**config.mk**
```make
export PLATFORM = sky130hd
export DESIGN_NAME = nearest_neighbor_thumbnail_scaler
export DESIGN_NICKNAME = d
export VERILOG_FILES = /design/src/hw/rtl/nnts_pkg.sv /design/src/hw/rtl/nearest_neighbor_thumbnail_scaler.sv /design/src/hw/rtl/nnts_divider.sv /design/src/hw/rtl/nnts_controller.sv /design/src/hw/rtl/nnts_datapath.sv
export SDC_FILE = /design/constraint.sdc
export NUM_CORES = 1
export LEC_CHECK = 0
export ABC_AREA = 1
export BUFFER_PORTS_ARGS = -buffer_cell sky130_fd_sc_hd__buf_2
export CORE_ASPECT_RATIO = 0.6
export CORE_UTILIZATION = 25
export DETAILED_ROUTE_END_ITERATION = 7
export SLEW_MARGIN = 5
export SYNTH_ARGS = -nofsm -noshare
export SYNTH_HDL_FRONTEND = slang
export SYNTH_SLANG_ARGS = --single-unit
```
**constraint.sdc**
```tcl
create_clock -name clock -period 4.9 [get_ports clock]
set_input_delay 0.245 -clock clock [delete_from_list [all_inputs] [get_ports clock]]
set_output_delay 0.245 -clock clock [all_outputs]
set_load 0.03 [all_outputs]
```
**src/hw/rtl/nnts_pkg.sv**
```systemverilog
// Shared types and constants of the nearest-neighbor thumbnail scaler.
package nnts_pkg;

   localparam int COLOR_W     = 8;
   localparam int POS_W       = 12;
   localparam int SIZE_W      = 13;
   localparam int CFG_W       = 13;
   localparam int REQ_DATA_W  = 32;
   localparam int RSP_DATA_W  = 80;
   localparam int CSR_INDEX_W = 1;

   localparam logic [CSR_INDEX_W-1:0] REG_SOURCE_WIDTH  = 1'b0;
   localparam logic [CSR_INDEX_W-1:0] REG_SOURCE_HEIGHT = 1'b1;

   localparam logic [CFG_W-1:0] SOURCE_DIM_RESET = 13'd256;

   typedef enum logic [2:0] {
      ST_LATCH,
      ST_SHORT_GO,
      ST_SHORT_WAIT,
      ST_W_GO,
      ST_W_WAIT,
      ST_H_GO,
      ST_H_WAIT,
      ST_RUN
   } ctrl_state_type;

   typedef struct packed {
      logic latch;
      logic start_short;
      logic take_short;
      logic start_w;
      logic take_w;
      logic start_h;
      logic take_h;
      logic accept;
   } dp_cmd_type;

   typedef struct packed {
      logic frame_start;
      logic scale_needed;
      logic div_done;
      logic out_free;
   } dp_status_type;

endpackage

```
**src/hw/rtl/nearest_neighbor_thumbnail_scaler.sv**
```systemverilog
// Top level of the nearest-neighbor thumbnail scaler.
//
// Source pixels enter on req_* in raster order, one RGBA pixel per
// transaction; alpha is dropped. Thumbnail pixels leave on rsp_* with their
// thumbnail column, row and the frame's thumbnail size; rsp_tlast marks the
// final thumbnail pixel of a frame. Source pixels not sampled give no output.
// csr_* writes source_width (index 0) and source_height (index 1); a write
// takes effect at the next frame start.
// Setup: after reset, and at a frame start following a register write, the
// block runs up to three divisions on one shared iterative divider before it
// takes the first pixel: three for a frame that is scaled, two for one that
// is not. Within a frame one pixel is accepted per cycle while the output
// register is free; a result appears on rsp_* the cycle after its pixel is
// accepted, from a single output register. If the receiver stalls with a
// result held, req_tready drops until it is taken. Reset is synchronous and
// returns the raster position to frame start and the registers to 256 x 256.
module nearest_neighbor_thumbnail_scaler #(
   parameter int THUMB_SIZE = 128,
   parameter int MAX_DIM    = 4096
) (
   input  logic                               clock,
   input  logic                               reset,
   input  logic                               req_tvalid,
   output logic                               req_tready,
   // red_in[7:0], green_in[15:8], blue_in[23:16], alpha_in[31:24]
   input  logic [nnts_pkg::REQ_DATA_W-1:0]    req_tdata,
   output logic                               rsp_tvalid,
   input  logic                               rsp_tready,
   // red_out[7:0], green_out[15:8], blue_out[23:16], thumb_col[35:24],
   // thumb_row[47:36], thumb_width[60:48], thumb_height[73:61], zero pad
   output logic [nnts_pkg::RSP_DATA_W-1:0]    rsp_tdata,
   output logic                               rsp_tlast,
   input  logic                               csr_valid,
   output logic                               csr_ready,
   input  logic [nnts_pkg::CSR_INDEX_W-1:0]   csr_index,
   input  logic [nnts_pkg::CFG_W-1:0]         csr_data
);

   nnts_pkg::dp_cmd_type    cmd;
   nnts_pkg::dp_status_type status;

   assign csr_ready = 1'b1;

   nnts_controller u_controller (
      .clock      (clock),
      .reset      (reset),
      .req_tvalid (req_tvalid),
      .req_tready (req_tready),
      .csr_valid  (csr_valid),
      .status     (status),
      .cmd        (cmd)
   );

   nnts_datapath #(
      .THUMB_SIZE (THUMB_SIZE),
      .MAX_DIM    (MAX_DIM)
   ) u_datapath (
      .clock      (clock),
      .reset      (reset),
      .req_tdata  (req_tdata),
      .csr_valid  (csr_valid),
      .csr_index  (csr_index),
      .csr_data   (csr_data),
      .rsp_tvalid (rsp_tvalid),
      .rsp_tready (rsp_tready),
      .rsp_tdata  (rsp_tdata),
      .rsp_tlast  (rsp_tlast),
      .cmd        (cmd),
      .status     (status)
   );

endmodule

```
**src/hw/rtl/nnts_divider.sv**
```systemverilog
// Iterative restoring divider, one quotient bit per cycle.
module nnts_divider #(
   parameter int NUM_W = 24,
   parameter int DEN_W = 13
) (
   input  logic             clock,
   input  logic             reset,
   input  logic             start,
   input  logic [NUM_W-1:0] dividend,
   input  logic [DEN_W-1:0] divisor,
   output logic             done,
   output logic [NUM_W-1:0] quotient,
   output logic [DEN_W-1:0] remainder
);

   localparam int CNT_W = $clog2(NUM_W + 1);

   logic [DEN_W-1:0] rem_ff, rem_in;
   logic [NUM_W-1:0] quo_ff, quo_in;
   logic [DEN_W-1:0] den_ff, den_in;
   logic [CNT_W-1:0] cnt_ff, cnt_in;
   logic             busy_ff, busy_in;
   logic             done_ff, done_in;

   logic [DEN_W:0] trial;
   logic [DEN_W:0] diff;
   logic           fits;

   always_comb begin
      trial = {rem_ff, quo_ff[NUM_W-1]};
      diff  = trial - {1'b0, den_ff};
      fits  = trial >= {1'b0, den_ff};

      rem_in  = rem_ff;
      quo_in  = quo_ff;
      den_in  = den_ff;
      cnt_in  = cnt_ff;
      busy_in = busy_ff;
      done_in = 1'b0;
      if (start) begin
         rem_in  = '0;
         quo_in  = dividend;
         den_in  = divisor;
         cnt_in  = CNT_W'(NUM_W);
         busy_in = 1'b1;
      end else if (busy_ff) begin
         // remainder stays below the divisor, so the top bit drops safely
         rem_in = fits ? diff[DEN_W-1:0] : trial[DEN_W-1:0];
         quo_in = {quo_ff[NUM_W-2:0], fits};
         cnt_in = cnt_ff - 1'b1;
         if (cnt_ff == CNT_W'(1)) begin
            busy_in = 1'b0;
            done_in = 1'b1;
         end
      end
   end

   always_ff @(posedge clock) begin
      if (reset) begin
         busy_ff <= 1'b0;
         done_ff <= 1'b0;
         cnt_ff  <= '0;
      end else begin
         busy_ff <= busy_in;
         done_ff <= done_in;
         cnt_ff  <= cnt_in;
      end
      rem_ff <= rem_in;
      quo_ff <= quo_in;
      den_ff <= den_in;
   end

   assign done      = done_ff;
   assign quotient  = quo_ff;
   assign remainder = rem_ff;

endmodule

```
**src/hw/rtl/nnts_controller.sv**
```systemverilog
// Sequencer: frame setup divisions, then pixel acceptance.
module nnts_controller (
   input  logic                   clock,
   input  logic                   reset,
   input  logic                   req_tvalid,
   output logic                   req_tready,
   input  logic                   csr_valid,
   input  nnts_pkg::dp_status_type status,
   output nnts_pkg::dp_cmd_type    cmd
);

   nnts_pkg::ctrl_state_type state_ff, state_in;
   logic stale_ff, stale_in;
   logic ready;

   always_ff @(posedge clock) begin
      if (reset) begin
         state_ff <= nnts_pkg::ST_LATCH;
         stale_ff <= 1'b0;
      end else begin
         state_ff <= state_in;
         stale_ff <= stale_in;
      end
   end

   always_comb begin
      state_in = state_ff;
      cmd      = '0;
      ready    = 1'b0;
      // a write mid-frame is held back until the next frame start
      stale_in = stale_ff | csr_valid;
      case (state_ff)
         nnts_pkg::ST_LATCH: begin
            cmd.latch = 1'b1;
            stale_in  = csr_valid;
            state_in  = nnts_pkg::ST_SHORT_GO;
         end
         nnts_pkg::ST_SHORT_GO: begin
            if (status.scale_needed) begin
               cmd.start_short = 1'b1;
               state_in        = nnts_pkg::ST_SHORT_WAIT;
            end else begin
               state_in = nnts_pkg::ST_W_GO;
            end
         end
         nnts_pkg::ST_SHORT_WAIT: begin
            if (status.div_done) begin
               cmd.take_short = 1'b1;
               state_in       = nnts_pkg::ST_W_GO;
            end
         end
         nnts_pkg::ST_W_GO: begin
            cmd.start_w = 1'b1;
            state_in    = nnts_pkg::ST_W_WAIT;
         end
         nnts_pkg::ST_W_WAIT: begin
            if (status.div_done) begin
               cmd.take_w = 1'b1;
               state_in   = nnts_pkg::ST_H_GO;
            end
         end
         nnts_pkg::ST_H_GO: begin
            cmd.start_h = 1'b1;
            state_in    = nnts_pkg::ST_H_WAIT;
         end
         nnts_pkg::ST_H_WAIT: begin
            if (status.div_done) begin
               cmd.take_h = 1'b1;
               state_in   = nnts_pkg::ST_RUN;
            end
         end
         nnts_pkg::ST_RUN: begin
            if (status.frame_start && stale_ff) begin
               state_in = nnts_pkg::ST_LATCH;
            end else begin
               ready      = status.out_free;
               cmd.accept = req_tvalid && status.out_free;
            end
         end
         default: begin
            state_in = nnts_pkg::ST_LATCH;
         end
      endcase
   end

   assign req_tready = ready;

endmodule

```
**src/hw/rtl/nnts_datapath.sv**
```systemverilog
// Datapath: config registers, frame setup, pick accumulators, output register.
module nnts_datapath #(
   parameter int THUMB_SIZE = 128,
   parameter int MAX_DIM    = 4096
) (
   input  logic                                 clock,
   input  logic                                 reset,
   input  logic [nnts_pkg::REQ_DATA_W-1:0]      req_tdata,
   input  logic                                 csr_valid,
   input  logic [nnts_pkg::CSR_INDEX_W-1:0]     csr_index,
   input  logic [nnts_pkg::CFG_W-1:0]           csr_data,
   output logic                                 rsp_tvalid,
   input  logic                                 rsp_tready,
   output logic [nnts_pkg::RSP_DATA_W-1:0]      rsp_tdata,
   output logic                                 rsp_tlast,
   input  nnts_pkg::dp_cmd_type                 cmd,
   output nnts_pkg::dp_status_type              status
);

   localparam int DW = $clog2(MAX_DIM + 1);
   localparam int CW = $clog2(MAX_DIM);
   localparam int PW = DW + $clog2(THUMB_SIZE + 1);
   localparam int CLR = nnts_pkg::COLOR_W;

   function automatic logic [DW-1:0] clamp_dim(input logic [nnts_pkg::CFG_W-1:0] v);
      logic [DW-1:0] r;
      if (v == '0) r = DW'(1);
      else if (32'(v) > MAX_DIM) r = DW'(MAX_DIM);
      else r = DW'(v);
      return r;
   endfunction

   // configuration
   logic [nnts_pkg::CFG_W-1:0] cfg_w_ff, cfg_w_in, cfg_h_ff, cfg_h_in;

   // frame setup
   logic [DW-1:0] fw_ff, fw_in, fh_ff, fh_in;
   logic [DW-1:0] dw_ff, dw_in, dh_ff, dh_in;
   logic [DW-1:0] qw_ff, qw_in, rw_ff, rw_in, qh_ff, qh_in, rh_ff, rh_in;

   // raster and pick state
   logic [CW-1:0] src_col_ff, src_col_in, src_row_ff, src_row_in;
   logic [DW-1:0] dst_col_ff, dst_col_in, dst_row_ff, dst_row_in;
   logic [DW-1:0] pick_col_ff, pick_col_in, col_rem_ff, col_rem_in;
   logic [DW-1:0] pick_row_ff, pick_row_in, row_rem_ff, row_rem_in;

   // output register
   logic                         out_valid_ff, out_valid_in;
   logic [nnts_pkg::RSP_DATA_W-1:0] out_data_ff, out_data_in;
   logic                         out_last_ff, out_last_in;

   // divider
   logic          div_start, div_done;
   logic [PW-1:0] div_num, div_quo;
   logic [DW-1:0] div_den, div_rem;

   logic          wide;
   logic [DW-1:0] long_side, short_side, short_dim;
   logic          row_hit, col_hit, col_wrap, row_wrap;
   logic [DW:0]   col_sum, row_sum;
   logic [DW:0]   src_col_next, src_row_next;

   assign wide       = fw_ff >= fh_ff;
   assign long_side  = wide ? fw_ff : fh_ff;
   assign short_side = wide ? fh_ff : fw_ff;
   assign short_dim  = (div_quo == '0) ? DW'(1) : DW'(div_quo);

   always_comb begin
      div_start = cmd.start_short | cmd.start_w | cmd.start_h;
      if (cmd.start_short) begin
         div_num = PW'(short_side) * PW'(THUMB_SIZE);
         div_den = long_side;
      end else if (cmd.start_w) begin
         div_num = PW'(fw_ff);
         div_den = dw_ff;
      end else begin
         div_num = PW'(fh_ff);
         div_den = dh_ff;
      end
   end

   nnts_divider #(
      .NUM_W (PW),
      .DEN_W (DW)
   ) u_divider (
      .clock     (clock),
      .reset     (reset),
      .start     (div_start),
      .dividend  (div_num),
      .divisor   (div_den),
      .done      (div_done),
      .quotient  (div_quo),
      .remainder (div_rem)
   );

   always_comb begin
      row_hit      = (dst_row_ff < dh_ff) && ({1'b0, src_row_ff} == (CW+1)'(pick_row_ff));
      col_hit      = row_hit && (dst_col_ff < dw_ff) &&
                     ({1'b0, src_col_ff} == (CW+1)'(pick_col_ff));
      col_sum      = {1'b0, col_rem_ff} + {1'b0, rw_ff};
      row_sum      = {1'b0, row_rem_ff} + {1'b0, rh_ff};
      src_col_next = (DW+1)'(src_col_ff) + 1'b1;
      src_row_next = (DW+1)'(src_row_ff) + 1'b1;
      col_wrap     = src_col_next >= {1'b0, fw_ff};
      row_wrap     = src_row_next >= {1'b0, fh_ff};

      cfg_w_in = cfg_w_ff;
      cfg_h_in = cfg_h_ff;
      if (csr_valid) begin
         if (csr_index == nnts_pkg::REG_SOURCE_WIDTH) cfg_w_in = csr_data;
         if (csr_index == nnts_pkg::REG_SOURCE_HEIGHT) cfg_h_in = csr_data;
      end

      fw_in = fw_ff;  fh_in = fh_ff;  dw_in = dw_ff;  dh_in = dh_ff;
      qw_in = qw_ff;  rw_in = rw_ff;  qh_in = qh_ff;  rh_in = rh_ff;
      if (cmd.latch) begin
         fw_in = clamp_dim(cfg_w_ff);
         fh_in = clamp_dim(cfg_h_ff);
         dw_in = clamp_dim(cfg_w_ff);
         dh_in = clamp_dim(cfg_h_ff);
      end
      if (cmd.take_short) begin
         if (wide) begin
            dw_in = DW'(THUMB_SIZE);
            dh_in = short_dim;
         end else begin
            dh_in = DW'(THUMB_SIZE);
            dw_in = short_dim;
         end
      end
      if (cmd.take_w) begin
         qw_in = DW'(div_quo);
         rw_in = div_rem;
      end
      if (cmd.take_h) begin
         qh_in = DW'(div_quo);
         rh_in = div_rem;
      end

      src_col_in  = src_col_ff;   src_row_in  = src_row_ff;
      dst_col_in  = dst_col_ff;   dst_row_in  = dst_row_ff;
      pick_col_in = pick_col_ff;  col_rem_in  = col_rem_ff;
      pick_row_in = pick_row_ff;  row_rem_in  = row_rem_ff;
      out_data_in = out_data_ff;
      out_last_in = out_last_ff;
      out_valid_in = rsp_tready ? 1'b0 : out_valid_ff;

      if (cmd.accept) begin
         if (col_hit) begin
            out_valid_in = 1'b1;
            out_data_in  = nnts_pkg::RSP_DATA_W'({
               nnts_pkg::SIZE_W'(dh_ff),
               nnts_pkg::SIZE_W'(dw_ff),
               nnts_pkg::POS_W'(dst_row_ff),
               nnts_pkg::POS_W'(dst_col_ff),
               req_tdata[3*CLR-1:2*CLR],
               req_tdata[2*CLR-1:CLR],
               req_tdata[CLR-1:0]});
            out_last_in  = ((DW+1)'(dst_col_ff) + 1'b1 == {1'b0, dw_ff}) &&
                           ((DW+1)'(dst_row_ff) + 1'b1 == {1'b0, dh_ff});
            dst_col_in   = dst_col_ff + 1'b1;
            if (col_sum >= {1'b0, dw_ff}) begin
               col_rem_in  = DW'(col_sum - {1'b0, dw_ff});
               pick_col_in = pick_col_ff + qw_ff + 1'b1;
            end else begin
               col_rem_in  = col_sum[DW-1:0];
               pick_col_in = pick_col_ff + qw_ff;
            end
         end
         src_col_in = src_col_ff + 1'b1;
         if (col_wrap) begin
            src_col_in  = '0;
            dst_col_in  = '0;
            pick_col_in = '0;
            col_rem_in  = '0;
            if (row_hit) begin
               dst_row_in = dst_row_ff + 1'b1;
               if (row_sum >= {1'b0, dh_ff}) begin
                  row_rem_in  = DW'(row_sum - {1'b0, dh_ff});
                  pick_row_in = pick_row_ff + qh_ff + 1'b1;
               end else begin
                  row_rem_in  = row_sum[DW-1:0];
                  pick_row_in = pick_row_ff + qh_ff;
               end
            end
            src_row_in = src_row_ff + 1'b1;
            if (row_wrap) begin
               // end of frame: row state starts over for the next one
               src_row_in  = '0;
               dst_row_in  = '0;
               pick_row_in = '0;
               row_rem_in  = '0;
            end
         end
      end
   end

   always_ff @(posedge clock) begin
      if (reset) begin
         cfg_w_ff     <= nnts_pkg::SOURCE_DIM_RESET;
         cfg_h_ff     <= nnts_pkg::SOURCE_DIM_RESET;
         src_col_ff   <= '0;
         src_row_ff   <= '0;
         dst_col_ff   <= '0;
         dst_row_ff   <= '0;
         pick_col_ff  <= '0;
         col_rem_ff   <= '0;
         pick_row_ff  <= '0;
         row_rem_ff   <= '0;
         out_valid_ff <= 1'b0;
      end else begin
         cfg_w_ff     <= cfg_w_in;
         cfg_h_ff     <= cfg_h_in;
         src_col_ff   <= src_col_in;
         src_row_ff   <= src_row_in;
         dst_col_ff   <= dst_col_in;
         dst_row_ff   <= dst_row_in;
         pick_col_ff  <= pick_col_in;
         col_rem_ff   <= col_rem_in;
         pick_row_ff  <= pick_row_in;
         row_rem_ff   <= row_rem_in;
         out_valid_ff <= out_valid_in;
      end
      fw_ff       <= fw_in;
      fh_ff       <= fh_in;
      dw_ff       <= dw_in;
      dh_ff       <= dh_in;
      qw_ff       <= qw_in;
      rw_ff       <= rw_in;
      qh_ff       <= qh_in;
      rh_ff       <= rh_in;
      out_data_ff <= out_data_in;
      out_last_ff <= out_last_in;
   end

   assign status.frame_start  = (src_col_ff == '0) && (src_row_ff == '0);
   assign status.scale_needed = (fw_ff > THUMB_SIZE) || (fh_ff > THUMB_SIZE);
   assign status.div_done     = div_done;
   assign status.out_free     = !out_valid_ff || rsp_tready;

   assign rsp_tvalid = out_valid_ff;
   assign rsp_tdata  = out_data_ff;
   assign rsp_tlast  = out_last_ff;

endmodule
```
==> metrics <==
root buf cell=clkbuf_16; Top FF cell, synth=edfxtp_1; fin crit share=0.875; largest net degree at the start of global routing=50; CP arrival=4.78 ns; CP delay by family, top=simple AND/OR/NAND/NOR gates; H-tree lvl count=2; Worst-path clk slew=0.07 ns; final instance area=0.0265 mm^2; CP startpoint kind=flip-flop; hpwl dp=60,600 um; yosys warns=0; largest family of logic cells by synthesized area=simple AND/OR/NAND/NOR gates; Compound-Gate Fraction of Synth Area=0.110; vias per inst=4.80; status=complete, no violations; port buffer count=119; RSZ-0062 raised after global routing=false; Clk network pwr share=0.248; Total Nets Final=3,336; Logic pwr share=0.351; Sequential Area=0.00946 mm^2; Rel. slew slack=0.223; Max Fclk=0.233 GHz; multi-input logic area=0.0115 mm^2; Post-DRT Antenna Nets=0; Area after DPL=0.0249 mm^2; final hold violations=0; Synth cell types=52; post-synthesis async set-or-reset flop share=0; layout cells sized above 1=0.0873; Max VDD drop=0.000240 V; commonest non-fill, non-tap cells in the layout=771 x nand2_1, 388 x inv_1, 237 x nor2_1; synthesized area per cell=7.73 um^2; # diodes=0; TritonCTS clock tree=built; core footprint=0.0902 mm^2; crit path kind=flip-flop to flip-flop; internal cell power=6.94 mW; Vias=20,900; GR Overflow Total=0; area share of and/or/nand/nor cells after synthesis=0.253; Final setup viols=0; worst-skew pair later-pin latency=0.58 ns; setup TNS=0 ns; Initial Util=0.254; Synth Register Bits=366; power per cell area=458 mW/mm^2; # DRC=0; worst slew pin tran=1.15 ns; Max-Cap Viols=0; First DRT Iteration DRCs=2,638; post-DR wirelength/cell=17.9 um; die area=0.0928 mm^2; fin. max-slew vios=0; first-pass GRT wire length=116,000 um; Setup Skew=0.0300 ns; CTS max path bufs=3; clock sink count=366; commonest non-fill, non-tap cell in the layout=nand2_1; Num CTS Buffers=36; switching share of power=0.427; Die Y-Extent=236 um; width of the die=393 um; Worst Hold Class=input pin to flip-flop; Top-Level Pins=135; Post-Route WL=77,900 um; row cnt=85; slowest CP cell=fa_1; CP max FO=9; DR pass1 iterations=5; Psw=5.17 mW; WP buf/inv=4; Pleak=12.0 nW; Cell Chain, Critical Path=ha_1 > inv_1 > fa_1 > o21ai_0 > nand3_1 > nand2_1 > xor2_1 > inv_1 > ha_1 > nand2_1 > nor2_1 > nand2_1 > o21ai_1 > inv_1 > nand2_1 > nand2_2 > nand3_2 > clkinv_1 > nand2_1 > nand3_1 > nand2_1 > nand2_1 > nor2_1; min Tclk post-route=4.29 ns; most used cell along the critical path=nand2_1; vias in the first global route=18,500; Post-Syn Instances=2,961; Max stage delay on crit path=0.44 ns; multiplexer share of the synthesized area=0; worst path required time=5.40 ns; adder-cell share of the synthesized area=0.0980; Power Total=12.1 mW; fillers=9,768; XOR/XNOR share of the synthesized area=0.0409; Critical Path Sink Type=flip-flop; synthesized area=0.0229 mm^2; Flop pwr share=0.401; area added between synthesis and finish=15.6%; sequential fraction of the synthesis area=0.413; number of synthesized flops with an enable pin=213; Post-CTS Setup Bufs=0; initial antenna violation count=1; GR Util All Layers=0.164; GP Congestion=1.01
-- synthesized netlist by cell type, types with 3 or more instances --
| master | n | area (um^2) |
|---|---|---|
| a211oi_1 | 13 | 97.6 |
| a21o_1 | 5 | 37.5 |
| a21oi_1 | 233 | 1170 |
| a221oi_1 | 3 | 26.3 |
| a31oi_1 | 5 | 31.3 |
| buf_1 | 4 | 15.0 |
| buf_2 | 28 | 140 |
| buf_4 | 11 | 82.6 |
| buf_6 | 4 | 45.0 |
| clkbuf_1 | 36 | 135 |
| clkinv_1 | 4 | 15.0 |
| dfxtp_1 | 153 | 3060 |
| edfxtp_1 | 213 | 6400 |
| fa_1 | 7 | 140 |
| ha_1 | 168 | 2100 |
| inv_1 | 389 | 1460 |
| inv_2 | 9 | 33.8 |
| nand2_1 | 771 | 2890 |
| nand2_2 | 4 | 25.0 |
| nand3_1 | 187 | 936 |
| nand3_2 | 3 | 30.0 |
| nand3b_1 | 8 | 60.1 |
| nand4_1 | 71 | 444 |
| nor2_1 | 239 | 897 |
| nor2_2 | 5 | 31.3 |
| nor2_4 | 3 | 33.8 |
| nor3_1 | 19 | 95.1 |
| nor3_2 | 4 | 40.0 |
| nor4_1 | 11 | 68.8 |
| o2111ai_1 | 3 | 26.3 |
| o211ai_1 | 8 | 60.1 |
| o21a_1 | 6 | 45.0 |
| o21ai_0 | 168 | 841 |
| o21ai_1 | 4 | 20.0 |
| o21bai_1 | 11 | 82.6 |
| or2_2 | 25 | 156 |
| xnor2_1 | 23 | 201 |
| xor2_1 | 84 | 736 |
-- power groups by stage --
stage	Sequential (mW)	Clock, mW	Combinational, mW
finish	4.86	3.00	4.25
CTS	4.79	3.05	4.10
global route	4.84	3.18	4.68
floorplan	4.35	0	2.85
detailed placement	4.85	0	4.05
global placement	4.86	0	4.01
-- area by class of cell --
class                           instances  area share
Clock inverter                         22     0.00827
Inverter                              402      0.0571
Multi-Input combinational cell       2115       0.436
Tap cell                             1218      0.0576
Sequential cell                       366       0.357
Timing Repair Buffer                  189      0.0464
Clock buffer                           44      0.0375
-- path summary, 6_finish.rpt --
path | start | endpoint | slack (ns) | depth (start not counted)
setup reg to reg | u_datapath.row_rem_ff[0] | u_datapath.row_rem_ff[5] | 0.61 | 23
hold / removal | csr_index | u_datapath.cfg_w_ff[8] | 0.02 | 3
setup / recovery | u_datapath.row_rem_ff[0] | u_datapath.row_rem_ff[5] | 0.61 | 23
hold reg to reg | u_datapath.row_rem_ff[10] | u_datapath.row_rem_ff[10] | 0.47 | 2
-- cells by family after synthesis --
kind of cell    Yosys count
compound gates          468
xor+xnor                107
fa+ha+maj               175
buf+inv                 485
other cells               2
flops                   366
simple gates           1358
-- state kept, by name (all words and copies together) (netlist names), 5 cells and up --
signal / cells
u_datapath.fh_ff: 13
u_datapath.dw_ff: 13
u_datapath.src_row_ff: 12
u_datapath.rw_ff: 13
u_datapath.dst_row_ff: 13
u_datapath.pick_row_ff: 13
u_datapath.fw_ff: 13
u_datapath.cfg_w_ff: 13
u_datapath.dst_col_ff: 13
u_datapath.src_col_ff: 12
u_datapath.dh_ff: 13
u_datapath.u_divider.den_ff: 13
u_datapath.pick_col_ff: 13
u_datapath.rh_ff: 13
u_datapath.rsp_tdata: 74
u_datapath.col_rem_ff: 13
u_datapath.u_divider.remainder: 13
u_datapath.u_divider.quotient: 21
u_datapath.u_divider.cnt_ff: 5
u_datapath.qh_ff: 13
u_datapath.qw_ff: 13
u_datapath.cfg_h_ff: 13
u_datapath.row_rem_ff: 13
-- worst min-delay path, cell delays in order --
cell,delay [ns]
buf_2,0.09
nor2_1,0.07
o211ai_1,0.15
-- through the flow --
stage / cells / setup WS, ns / hold WS [ns] / util
6_report: 4356 / 0.615 / 0.0232 / 0.293
5_1_grt: 4356 / 0.145 / 0.0390 / 0.293
4_1_cts: 4356 / 0.687 / 0.00940 / 0.293
3_5_place_dp: 4253 / 0.718 / 0.425 / 0.276
3_3_place_gp: 4253 / 0.810 / 0.422 / 0.276
2_1_floorplan: 2966 / 1.50 / 0.344 / -
-- what timing repair did --
| item | 4_1_cts | 5_1_grt |
|---|---|---|
| endpoints found under the hold margin | 49 | 0 |
| gates resized for setup | 0 | 0 |
| hold buffers | 37 | 0 |
-- per-layer routing --
layer,wire (um),GRT usage
met5,0,0
met1,40400,0.275
met4,743,0.0192
met2,25900,0.190
met3,10900,0.0591
Note: power is estimated with default switching activity, not from simulation.
